**src/hdl/binary_to_ascii_formatter_defines.svh**
```systemverilog
// Assertion macros for the formatter RTL.
`ifndef BINARY_TO_ASCII_FORMATTER_DEFINES_SVH
`define BINARY_TO_ASCII_FORMATTER_DEFINES_SVH
`ifndef SYNTHESIS
// Property that must hold at every clock edge out of reset.
`define BTA_ASSERT(lbl, clk, rst, prop) \
   lbl: assert property (@(posedge clk) disable iff (rst) (prop)) \
      else $error("assertion failed");
// Expression that must never be true out of reset.
`define BTA_NEVER(lbl, clk, rst, expr) \
   lbl: assert property (@(posedge clk) disable iff (rst) !(expr)) \
      else $error("forbidden condition");
`else
`define BTA_ASSERT(lbl, clk, rst, prop)
`define BTA_NEVER(lbl, clk, rst, expr)
`endif
`endif

```
**src/hdl/bta_pkg.sv**
```systemverilog
`timescale 1ns / 1ps
package bta_pkg;

   localparam int unsigned WordWidth  = 32;
   localparam int unsigned NumDigits  = 10;
   localparam int unsigned BcdWidth   = 4 * NumDigits;
   localparam int unsigned StepsPerStage = 8;
   localparam int unsigned MaxPrec    = 9;

   localparam logic [1:0] OP_HEX  = 2'd0;
   localparam logic [1:0] OP_UDEC = 2'd1;
   localparam logic [1:0] OP_SFIX = 2'd2;

   localparam logic [7:0] CH_ZERO  = 8'h30;
   localparam logic [7:0] CH_X     = 8'h78;
   localparam logic [7:0] CH_MINUS = 8'h2D;
   localparam logic [7:0] CH_POINT = 8'h2E;

   // Per-item side information that travels alongside the conversion
   typedef struct packed {
      logic                 hexm;
      logic                 neg;
      logic [3:0]           prec;
      logic [WordWidth-1:0] word;
   } bta_side_type;

   // Double-dabble working state for one item
   typedef struct packed {
      bta_side_type         side;
      logic [BcdWidth-1:0]  bcd;
      logic [WordWidth-1:0] bin;
   } bta_dab_type;

   // Upper-case hex character of one nibble
   function automatic logic [7:0] hex_char(input logic [3:0] nib);
      logic [7:0] c;
      case (nib)
         4'hA:    c = 8'h41;
         4'hB:    c = 8'h42;
         4'hC:    c = 8'h43;
         4'hD:    c = 8'h44;
         4'hE:    c = 8'h45;
         4'hF:    c = 8'h46;
         default: c = CH_ZERO + {4'd0, nib};
      endcase
      return c;
   endfunction

endpackage

```
**src/hdl/bta_front.sv**
```systemverilog
`timescale 1ns / 1ps
module bta_front
   import bta_pkg::*;
(
   input  logic                 clock,
   input  logic                 reset,
   input  logic                 adv,
   input  logic                 in_valid,
   input  logic [1:0]           op,
   input  logic [WordWidth-1:0] value,
   input  logic [3:0]           precision,
   output logic                 out_valid,
   output bta_dab_type          out_dab
);

   logic        valid_ff;
   bta_dab_type dab_ff, dab_in;
   logic        neg;

   // Take magnitude and clamp precision; unused op yields nothing
   always_comb begin
      neg                = (op == OP_SFIX) && value[WordWidth-1];
      dab_in.side.hexm   = (op == OP_HEX);
      dab_in.side.neg    = neg;
      dab_in.side.prec   = (op != OP_SFIX) ? 4'd0 :
                           (precision > 4'(MaxPrec)) ? 4'(MaxPrec) : precision;
      dab_in.side.word   = value;
      dab_in.bcd         = '0;
      dab_in.bin         = neg ? (~value + 1'b1) : value;
   end

   always_ff @(posedge clock) begin
      if (reset) begin
         valid_ff <= 1'b0;
      end else if (adv) begin
         valid_ff <= in_valid && (op == OP_HEX || op == OP_UDEC || op == OP_SFIX);
      end
   end

   always_ff @(posedge clock) begin
      if (adv) begin
         dab_ff <= dab_in;
      end
   end

   assign out_valid = valid_ff;
   assign out_dab   = dab_ff;

endmodule

```
**src/hdl/bta_dabble.sv**
```systemverilog
`timescale 1ns / 1ps
module bta_dabble
   import bta_pkg::*;
(
   input  logic        clock,
   input  logic        reset,
   input  logic        adv,
   input  logic        in_valid,
   input  bta_dab_type in_dab,
   output logic        out_valid,
   output bta_dab_type out_dab
);

   logic        valid_ff;
   bta_dab_type dab_ff, dab_in;

   // Run eight shift-add-3 steps on the BCD accumulator
   always_comb begin
      logic [BcdWidth-1:0]  bcd;
      logic [WordWidth-1:0] bin;
      bcd = in_dab.bcd;
      bin = in_dab.bin;
      for (int s = 0; s < StepsPerStage; s++) begin
         for (int d = 0; d < NumDigits; d++) begin
            if (bcd[4*d +: 4] >= 4'd5) begin
               bcd[4*d +: 4] = bcd[4*d +: 4] + 4'd3;
            end
         end
         bcd = {bcd[BcdWidth-2:0], bin[WordWidth-1]};
         bin = {bin[WordWidth-2:0], 1'b0};
      end
      dab_in.side = in_dab.side;
      dab_in.bcd  = bcd;
      dab_in.bin  = bin;
   end

   always_ff @(posedge clock) begin
      if (reset) begin
         valid_ff <= 1'b0;
      end else if (adv) begin
         valid_ff <= in_valid;
      end
   end

   always_ff @(posedge clock) begin
      if (adv) begin
         dab_ff <= dab_in;
      end
   end

   assign out_valid = valid_ff;
   assign out_dab   = dab_ff;

endmodule

```
**src/hdl/bta_serial.sv**
```systemverilog
`timescale 1ns / 1ps
`include "binary_to_ascii_formatter_defines.svh"
module bta_serial
   import bta_pkg::*;
(
   input  logic        clock,
   input  logic        reset,
   input  logic        in_valid,
   input  bta_dab_type in_dab,
   output logic        adv,
   output logic        out_valid,
   input  logic        out_ready,
   output logic [7:0]  out_ch,
   output logic        out_last
);

   logic       busy_ff, busy_in;
   logic       hexm_ff, hexm_in;
   logic [1:0] pre_ff, pre_in;
   logic       dot_ff, dot_in;
   logic [3:0] idx_ff, idx_in;
   logic [3:0] prec_ff, prec_in;
   logic [3:0] dig_ff [NumDigits];
   logic [3:0] dig_in [NumDigits];
   logic [3:0] hi;
   logic [3:0] top;
   logic       handoff;
   logic       load;

   // Find the highest non-zero decimal digit and the first digit to send
   always_comb begin
      hi = 4'd0;
      for (int i = 0; i < NumDigits; i++) begin
         if (in_dab.bcd[4*i +: 4] != 4'd0) begin
            hi = 4'(i);
         end
      end
      if (in_dab.side.hexm) begin
         top = 4'd7;
      end else begin
         top = (hi > in_dab.side.prec) ? hi : in_dab.side.prec;
      end
   end

   assign out_last = (pre_ff == 2'd0) && !dot_ff && (idx_ff == 4'd0);
   assign handoff  = busy_ff && out_ready;
   assign adv      = !busy_ff || (handoff && out_last);
   assign load     = adv && in_valid;

   // Advance through prefix, digits and point; load the next item at the end or when idle
   always_comb begin
      busy_in = busy_ff;
      hexm_in = hexm_ff;
      pre_in  = pre_ff;
      dot_in  = dot_ff;
      idx_in  = idx_ff;
      prec_in = prec_ff;
      dig_in  = dig_ff;
      if (handoff) begin
         if (pre_ff != 2'd0) begin
            pre_in = pre_ff - 2'd1;
         end else if (dot_ff) begin
            dot_in = 1'b0;
         end else if (idx_ff == 4'd0) begin
            busy_in = 1'b0;
         end else begin
            idx_in = idx_ff - 4'd1;
            dot_in = (prec_ff != 4'd0) && (idx_ff == prec_ff);
         end
      end
      if (load) begin
         busy_in = 1'b1;
         hexm_in = in_dab.side.hexm;
         pre_in  = in_dab.side.hexm ? 2'd2 : (in_dab.side.neg ? 2'd1 : 2'd0);
         dot_in  = 1'b0;
         idx_in  = top;
         prec_in = in_dab.side.prec;
         for (int i = 0; i < NumDigits; i++) begin
            if (in_dab.side.hexm) begin
               dig_in[i] = (i < 8) ? in_dab.side.word[4*(i & 7) +: 4] : 4'd0;
            end else begin
               dig_in[i] = in_dab.bcd[4*i +: 4];
            end
         end
      end
   end

   always_ff @(posedge clock) begin
      if (reset) begin
         busy_ff <= 1'b0;
         pre_ff  <= 2'd0;
         dot_ff  <= 1'b0;
         idx_ff  <= 4'd0;
      end else begin
         busy_ff <= busy_in;
         pre_ff  <= pre_in;
         dot_ff  <= dot_in;
         idx_ff  <= idx_in;
      end
   end

   always_ff @(posedge clock) begin
      hexm_ff <= hexm_in;
      prec_ff <= prec_in;
      dig_ff  <= dig_in;
   end

   // Pick the character at the current position
   always_comb begin
      if (pre_ff == 2'd2) begin
         out_ch = CH_ZERO;
      end else if (pre_ff == 2'd1) begin
         out_ch = hexm_ff ? CH_X : CH_MINUS;
      end else if (dot_ff) begin
         out_ch = CH_POINT;
      end else begin
         out_ch = hex_char(dig_ff[idx_ff]);
      end
   end

   assign out_valid = busy_ff;

   `BTA_ASSERT(a_end_clears, clock, reset, (handoff && out_last && !in_valid) |=> !busy_ff)
   `BTA_ASSERT(a_idx_range, clock, reset, busy_ff |-> (idx_ff <= 4'd9))
   `BTA_NEVER(a_dot_after_prefix, clock, reset, busy_ff && dot_ff && (pre_ff != 2'd0))
   `BTA_ASSERT(a_hex_idx, clock, reset, (busy_ff && hexm_ff) |-> (idx_ff <= 4'd7))

endmodule

```
**src/hdl/binary_to_ascii_formatter.sv**
```systemverilog
`timescale 1ns / 1ps
// Formats one 32-bit word per input item as ASCII text and sends the text one
// character per output item, with tlast on the final character. Op 0 gives
// "0x" and eight upper-case hex digits, op 1 the unsigned decimal value, op 2
// the signed value scaled by ten to the power of the precision (0..9, larger
// values clamp to 9), with a minus sign, integer part and fraction digits;
// op 3 is accepted and produces no output. The decimal conversion runs in a
// six-stage pipeline (magnitude stage, four double-dabble stages of eight bits
// each, serialiser). The serialiser emits one character per cycle while
// rsp_tready is high and takes the next item as it hands off the last
// character. An item has 10 characters for hex and 1 to 12 for decimal.
module binary_to_ascii_formatter
   import bta_pkg::*;
(
   input  logic        clock,
   input  logic        reset,
   input  logic        req_tvalid,
   output logic        req_tready,
   input  logic [39:0] req_tdata,   // value[31:0], precision[35:32], zero pad
   input  logic [1:0]  req_tuser,   // op[1:0]
   output logic        rsp_tvalid,
   input  logic        rsp_tready,
   output logic [7:0]  rsp_tdata,   // ch[7:0]
   output logic        rsp_tlast
);

   localparam int unsigned NumDab = WordWidth / StepsPerStage;

   logic        adv;
   logic        v [NumDab+1];
   bta_dab_type d [NumDab+1];

   bta_front u_front (
      .clock     (clock),
      .reset     (reset),
      .adv       (adv),
      .in_valid  (req_tvalid),
      .op        (req_tuser),
      .value     (req_tdata[31:0]),
      .precision (req_tdata[35:32]),
      .out_valid (v[0]),
      .out_dab   (d[0])
   );

   for (genvar g = 0; g < NumDab; g++) begin : g_dab
      bta_dabble u_dab (
         .clock     (clock),
         .reset     (reset),
         .adv       (adv),
         .in_valid  (v[g]),
         .in_dab    (d[g]),
         .out_valid (v[g+1]),
         .out_dab   (d[g+1])
      );
   end

   bta_serial u_serial (
      .clock     (clock),
      .reset     (reset),
      .in_valid  (v[NumDab]),
      .in_dab    (d[NumDab]),
      .adv       (adv),
      .out_valid (rsp_tvalid),
      .out_ready (rsp_tready),
      .out_ch    (rsp_tdata),
      .out_last  (rsp_tlast)
   );

   assign req_tready = adv;

endmodule

```
**config.mk**
```make
export PLATFORM = sky130hd
export DESIGN_NAME = binary_to_ascii_formatter
export DESIGN_NICKNAME = d
export VERILOG_FILES = /design/src/hdl/bta_pkg.sv /design/src/hdl/bta_front.sv /design/src/hdl/bta_dabble.sv /design/src/hdl/bta_serial.sv /design/src/hdl/binary_to_ascii_formatter.sv
export VERILOG_INCLUDE_DIRS = /design/src /design/src/hdl
export SDC_FILE = /design/constraint.sdc
export NUM_CORES = 1
export LEC_CHECK = 0
export ABC_CLOCK_PERIOD_IN_PS = 31500
export BUFFER_PORTS_ARGS = -buffer_cell sky130_fd_sc_hd__buf_2
export CAP_MARGIN = 40
export CORE_ASPECT_RATIO = 1.5
export CORE_UTILIZATION = 45
export DETAILED_ROUTE_END_ITERATION = 16
export GPL_TIMING_DRIVEN = 0
export SLEW_MARGIN = 30
export SYNTH_ARGS = -nofsm -noshare
export SYNTH_HDL_FRONTEND = slang
export SYNTH_SLANG_ARGS = --single-unit
```
**constraint.sdc**
```tcl
create_clock -name clock -period 31.5 [get_ports clock]
set_input_delay 6.3 -clock clock [delete_from_list [all_inputs] [get_ports clock]]
set_output_delay 6.3 -clock clock [all_outputs]
set_load 0.05 [all_outputs]
```
==> results of run 1 <==
==> layout make-up <==
class | count | area share, %
Multi-Input combinational cell | 2901 | 54.5
Sequential cell | 425 | 33.9
Tap cell | 1000 | 3.36
Clock buffer | 52 | 2.98
Inverter | 214 | 2.17
Buffer | 116 | 1.36
Timing Repair Buffer | 56 | 0.973
Clock inverter | 25 | 0.778
==> registers in the layout (all words and copies together) (netlist names) <==
signal                 cells
g_dab.u_dab.out_valid      4
u_front.out_valid          1
u_serial.hexm_ff           1
u_serial.prec_ff           4
u_serial.out_valid         1
u_serial.pre_ff            2
u_front.out_dab           69
g_dab.u_dab.out_dab      298
u_serial.dig_ff           40
u_serial.dot_ff            1
u_serial.idx_ff            4
==> worst paths after layout <==
check,slack [ps],start,depth (start not counted),endpoint
worst max-delay path,16960,rsp_tready,7,req_tready
worst max register to register,23910,g_dab[2].u_dab.out_dab[44]$_DFFE_PN_,32,g_dab[3].u_dab.out_dab[47]$_DFFE_PN_
worst min-delay path,410,g_dab[1].u_dab.out_dab[73]$_DFFE_PN_,0,g_dab[2].u_dab.out_dab[73]$_DFFE_PN_
worst min register to register,410,g_dab[1].u_dab.out_dab[73]$_DFFE_PN_,0,g_dab[2].u_dab.out_dab[73]$_DFFE_PN_
==> cell families (layout without fill, tap and decap cells) <==
family                     Yosys count  in the layout  synth area share (%)
AOI/OAI and AO/OA                 1181           1181                  24.6
xor gates and xnor gates           159            159                  4.72
adders and majority gates          159            159                  5.73
buffers and inverters              330            463                  3.82
DFF                                425            425                  36.9
muxes                              205            205                  6.89
other                                1              1                0.0109
and+or+nand+nor                   1196           1196                  17.4
==> critical path: cells and delay by family <==
family / cells / cell delay, ps
buffers and inverters: 5 / 1590
AND/OR/NAND/NOR: 2 / 180
==> placed cells by master (no fill, tap or decap), types with 92 or more instances in the layout <==
cell	netlist	routed
inv_1	197	195
mux2i_1	99	99
xnor2_1	92	92
nor3_1	101	101
nand2_1	306	306
edfxtp_1	412	412
ha_1	148	148
a21oi_1	236	236
nor2_1	305	305
o21ai_0	211	211
==> layer usage <==
| metal | GRT usage [%] | up-vias | share of wire (%) |
|---|---|---|---|
| met4 | 4.84 | 0 | 2.2 |
| met2 | 34.0 | 338 | 52 |
| met3 | 1.79 | 100 | 2.4 |
| li1 | - | 14000 | - |
| met1 | 21.9 | 12700 | 43 |
| met5 | 0 | - | 0 |
==> through the flow <==
| step | hold slack, ps | area [um^2] |
|---|---|---|
| after global placement | 401 | 35800 |
| final | 412 | 37300 |
| after global routing | 421 | 37300 |
| after detailed placement | 405 | 35900 |
| after CTS | 403 | 37300 |
| after floorplan | 400 | 34300 |
==> results.ini, run 1 <==
[sta]
setup_tns_ps=0
period_needed_ps=14540
slew_headroom_pct=43.4
finalSetupViolations=0
slew_violations=0
fin_ws_ps=16960
finalCritPeriodShare_pct=46.2
worst_slew_pin_slew_ps=849
fin_skew_ps=20.1
finalHoldViolCount=0
rsz0062_at_grt=no
fmax_mhz=68.8

[finish]
register_area_um2=12600
syn_to_final_growth_pct=8.86
drive_gt1_share_pct=12.9
num_antenna_cells=0
multi_input_area_um2=20300
fin_cells=4789
fin_util_pct=49.7
nNetsFinal=3951
fillers=7062

[status]
status=finished, final reports clean

[routing]
final_antenna_net_count=0
drt-initial-drc-count=1373
routed_via_density=5.65
firstDrtPassIters=5
wire_per_inst_um=14.8
drt-total-wl_um=71000
drc=0
vias=27100

[synthesis]
synth.avg_cell_area_um2=9.37
async_flop_share_pct=0
syn_nets=3850
synth_cells=3656
synth-edff-count=412
synthesis.area_um2=34300
yosys.cell_count.top_type=edfxtp_1
synth_top_area_cell=edfxtp_1
yosys-top-cells-count=edfxtp_1, nand2_1, nor2_1
synth_area_leaders=edfxtp_1, ha_1, a21oi_1, nand2_1, nor2_1
ys_seq_area_share_pct=36.9
synthFlopType=edfxtp_1
netlist.area_leader.share_pct=36.1
synth_warnings=0
ys_seq_elements=425
synth_cell_type_count=140

[critical_path]
crit_fanout=102
cp_slowest_cell=inv_8
crit_chain=buf_2, nand2_1, and2_1, clkbuf_1, inv_8, buf_16, buf_2
critPathCaptureType=primary output
critPathArrivalTime_ps=8240
crit_path_frequent_cell=buf_2
start_kind=input port
crit_type=in2out
cp_data_required_time_ps=25200
cp_slowest_stage_delay_ps=480

[cts]
cts.sinks=425
h-tree-depth=2
cts_buffers=43
clkTransAtPathRegs_ps=60
clock_latency_ps=590
cts_tree=built
cts.repair.resized=0
clk_path_buf_depth=3
cts_setup_buffers=0
cts_root_buf=clkbuf_16
cts_hold_buf=0

[floorplanning]
rows=123
initial_utilization_pct=45.6
die_width_um=227
die-height_um=340
core_um2=75100
ios=57
die_area_um2=77300

[grt]
overflow=0
grt_usage_pct=18.2
antenna_found_initial=0
grt_pass1_vias=25400
grt_max_degree=103
grt_pass1_wl_um=119000

[worst_hold_path]
hold_path.class=reg2reg

[place]
routabilityCongestion=0.863
dpl.cell_count=4712
hpwl_um=53900
place_ws_ps=16960
numPortBuffers=51

[run]
drv_cap=0

Power of run 1 is not shown: default switching activity piles up to over one toggle a cycle in this logic, so the estimate is an artifact.
==> inputs of run 2 (changes only) <==
ABC_CLOCK_PERIOD_IN_PS = 11700   (was 31500)
clock period = 11.7 ns   (was 31.5 ns; I/O delays follow)
==> run 2 against run 1 <==
Compared with the run above:
- non-clock buffer count up 12
- global-route usage up 0.14 points
- register-to-register slack worse by 20000 ps
- cell count up 0.29%
- critical path depth up 25
- sequential share of layout area down 0.33 points
- final area up 0.98%
- first-iteration DRC count up 0.73%
- clock skew up 13 ps
- largest cell class unchanged
- highest routed layer unchanged
==> results.ini, run 2 (synthesized netlist as in run 1, its figures left out) <==
[status]
status=finished, final reports clean

[critical_path]
start_kind=flop
cp_slowest_stage_delay_ps=480
critPathArrivalTime_ps=7900
cp_data_required_time_ps=12040
crit_type=reg2reg
crit_fanout=9
crit_path_frequent_cell=ha_1
cp_slowest_cell=edfxtp_1
critPathCaptureType=flop

[grt]
antenna_found_initial=1
grt_max_degree=34
grt_usage_pct=18.4
grt_pass1_wl_um=120000
overflow=0
grt_pass1_vias=25500

[sta]
fmax_mhz=132
finalSetupViolations=0
finalCritPeriodShare_pct=64.6
slew_headroom_pct=44.7
period_needed_ps=7560
fin_skew_ps=32.9
worst_slew_pin_slew_ps=825
finalHoldViolCount=0
rsz0062_at_grt=no
slew_violations=0

[finish]
nNetsFinal=3964
final_common_cell=edfxtp_1
fin_util_pct=50.1
fin_area_um2=37700
largest_reg_flops=298
syn_to_final_growth_pct=9.92
fillers=7135
layout_common_cells=edfxtp_1, nand2_1, nor2_1
num_antenna_cells=0
drive_gt1_share_pct=13.3

[cts]
cts_hold_buf=0
cts_setup_buffers=0
clkTransAtPathRegs_ps=70
cts_buffers=44
cts_root_buf=clkbuf_16
h-tree-depth=2
cts_tree=built
clock_latency_ps=590
clk_path_buf_depth=3
cts.sinks=425
cts.repair.resized=0

[routing]
drt-initial-drc-count=1383
routed_via_density=5.67
drt-total-wl_um=71700
top_layer_used=met4
drt-met1-wl_um=31100
route.met3.wl_um=1750
final_antenna_net_count=0
firstDrtPassIters=5
wl_met2_um=37500
drc=0
wire_per_inst_um=14.9
vias=27200

[floorplanning]
rows=123
core_um2=75100
die_width_um=227
initial_utilization_pct=45.6
die-height_um=340
ios=57
die_area_um2=77300

[run]
drv_cap=0

[place]
hpwl_um=55100
numPortBuffers=51
routabilityCongestion=0.853
placed_cell_area_um2=36100

[worst_hold_path]
hold_path.class=reg2reg

[run 2: layout make-up]
cell class              instances  area, um^2  area share [%]
multi-input cells            2901       20300            54.0
flip-flops and latches        425       12600            33.5
plain buffers                 116         505            1.34
repair buffers                 68         611            1.62
inverters                     214         807            2.14
clock buffers                  51        1150            3.05
clock inverters                28         379            1.01
well taps                    1000        1250            3.32
[run 2: stage by stage]
step / hold slack, ps / worst slack [ps] / setup TNS, ps / instances
floorplan: 400 / 1220 / 0 / 3656
global placement: 401 / -2330 / -111170 / 4707
detailed placement: 405 / 4100 / 0 / 4723
CTS: 399 / 4100 / 0 / 4802
global route: 408 / 3480 / 0 / 4803
finish: 397 / 4140 / 0 / 4803
[run 2: final timing paths]
check / from / slack (ps) / endpoint / cells past startpoint
worst max-delay path: g_dab[2].u_dab.out_dab[44]$_DFFE_PN_ / 4140 / g_dab[3].u_dab.out_dab[47]$_DFFE_PN_ / 32
worst min-delay path: g_dab[0].u_dab.out_dab[22]$_DFFE_PN_ / 400 / g_dab[1].u_dab.out_dab[30]$_DFFE_PN_ / 0
worst max register to register: g_dab[2].u_dab.out_dab[44]$_DFFE_PN_ / 4140 / g_dab[3].u_dab.out_dab[47]$_DFFE_PN_ / 32
worst min register to register: g_dab[0].u_dab.out_dab[22]$_DFFE_PN_ / 400 / g_dab[1].u_dab.out_dab[30]$_DFFE_PN_ / 0
[run 2: metal layers]
metal	GRT usage (%)	vias up
li1	-	14000
met1	21.9	12800
met2	34.7	355
met3	1.69	90
met4	4.67	0
met5	0	-
[run 2: worst max-delay path: cells and delay by family (launching register included)]
| family | cells | cell delay, ps |
|---|---|---|
| simple gates | 7 | 1200 |
| compound gates | 11 | 3060 |
| flops | 1 | 480 |
| mux | 2 | 580 |
| fa+ha+maj | 7 | 1520 |
| buf+inv | 5 | 480 |
Power of run 2 is left out for the same reason.
==> inputs of run 3 (changes only) <==
ABC_CLOCK_PERIOD_IN_PS = 6800   (was 11700)
clock period = 6.8 ns   (was 11.7 ns; I/O delays follow)
==> run 3 against run 2 <==
Compared with the run above:
- core utilization up 2.6 points
- highest routed layer unchanged
- flip-flop and latch count unchanged
- non-clock buffer count is 118 higher
- global-route usage rose by 0.085 points
- largest cell class unchanged
- routed wire length rose by 2.6%
- clock skew up 7.6 ps
==> results.ini, run 3 (synthesized netlist as in run 1, its figures left out) <==
[status]
status=finished, final reports clean

[critical_path]
critPathArrivalTime_ps=6900
critPathCaptureType=flop
start_kind=flop
cp_slowest_cell=a311o_2
crit_path_frequent_cell=inv_1
crit_fanout=9
cp_data_required_time_ps=7140
cp_slowest_stage_delay_ps=450
crit_type=reg2reg
crit_start=g_dab[2].u_dab.out_dab[52]$_DFFE_PN_
r2r_start=g_dab[2].u_dab.out_dab[52]$_DFFE_PN_

[sta]
finalSetupViolations=0
period_needed_ps=6560
finalHoldViolCount=0
rsz0062_at_grt=yes
worst_slew_pin_slew_ps=778
setup_tns_ps=0
slew_headroom_pct=46.7
slew_violations=0
fin_skew_ps=40.5
finalCritPeriodShare_pct=96.5
fmax_mhz=152

[grt]
overflow=0
grt_pass1_vias=25500
grt_usage_pct=18.5
grt_max_degree=33
antenna_found_initial=0
grt_pass1_wl_um=120000

[routing]
drc=0
drt-total-wl_um=73600
firstDrtPassIters=5
drt-initial-drc-count=1262
wire_per_inst_um=14.9
final_antenna_net_count=0
routed_via_density=5.64
vias=27700

[finish]
syn_to_final_growth_pct=15.7
num_antenna_cells=0
nNetsFinal=4082
fin_cells=4922
fin_util_pct=52.8
largest_reg_flops=298
multi_input_area_um2=21500
final_common_cell=edfxtp_1
fillers=6964
drive_gt1_share_pct=20.8
layout_common_cells=edfxtp_1, nand2_1, nor2_1
register_area_um2=12600

[cts]
cts_tree=built
cts_buffers=44
clock_latency_ps=610
cts_root_buf=clkbuf_16
clkTransAtPathRegs_ps=70
clk_path_buf_depth=3
cts.sinks=425
h-tree-depth=2

[floorplanning]
ios=57
initial_utilization_pct=45.6
rows=123
die_area_um2=77300
die-height_um=340
core_um2=75100
die_width_um=227

[worst_hold_path]
hold_path.class=reg2reg
hp-start=g_dab[1].u_dab.out_dab[24]$_DFFE_PN_

[place]
hpwl_um=54700
dpl.cell_count=4721
routabilityCongestion=0.859
numPortBuffers=51

[run]
drv_cap=0

==> run 3: metrics by stage <==
step                hold slack [ps]  cell area (um^2)  setup slack (ps)
floorplan                       400             34300             -2810
global placement                402             35800             -5900
detailed placement              405             36100              -905
CTS                             393             38000             0.625
global route                    403             39600              -108
finish                          399             39600               237
==> run 3: cell type report <==
class | instances | share of cell area, %
repair buffers | 187 | 3.67
clock buffers | 58 | 3.02
flip-flops and latches | 425 | 31.9
inverters | 214 | 2.06
plain buffers | 115 | 1.50
well taps | 1000 | 3.16
multi-input cells | 2901 | 54.2
clock inverters | 22 | 0.540
==> run 3: worst paths after layout <==
check | end | slack (ps) | depth (start not counted)
min | g_dab[2].u_dab.out_dab[32]$_DFFE_PN_ | 400 | 0
max | g_dab[3].u_dab.out_dab[59]$_DFFE_PN_ | 240 | 30
max reg2reg | g_dab[3].u_dab.out_dab[59]$_DFFE_PN_ | 240 | 30
min reg2reg | g_dab[2].u_dab.out_dab[32]$_DFFE_PN_ | 400 | 0
==> run 3: what timing repair did <==
action,4_1_cts,5_1_grt
buffers inserted,26,95
cloned,0,0
endpoints found under the setup margin,53,75
pin swaps,11,64
hold buffers,0,0
resized for setup,54,207
==> run 3: metal layers <==
metal  track usage [%]  up-vias  wire length [um]
li1                  -    14200                 -
met1              22.2    13100             31600
met2              34.8      321             39200
met3              1.73       80              1590
met4              4.40        0              1190
met5                 0        -                 0
==> run 3: critical path: cells and delay by family, from the launching register on <==
family | cells | cell delay, ps
buffers and inverters | 6 | 470
AOI/OAI and AO/OA | 10 | 2180
muxes | 2 | 550
and+or+nand+nor | 6 | 1570
adders and majority gates | 6 | 1150
DFF | 1 | 370
Power of run 3 is left out for the same reason.
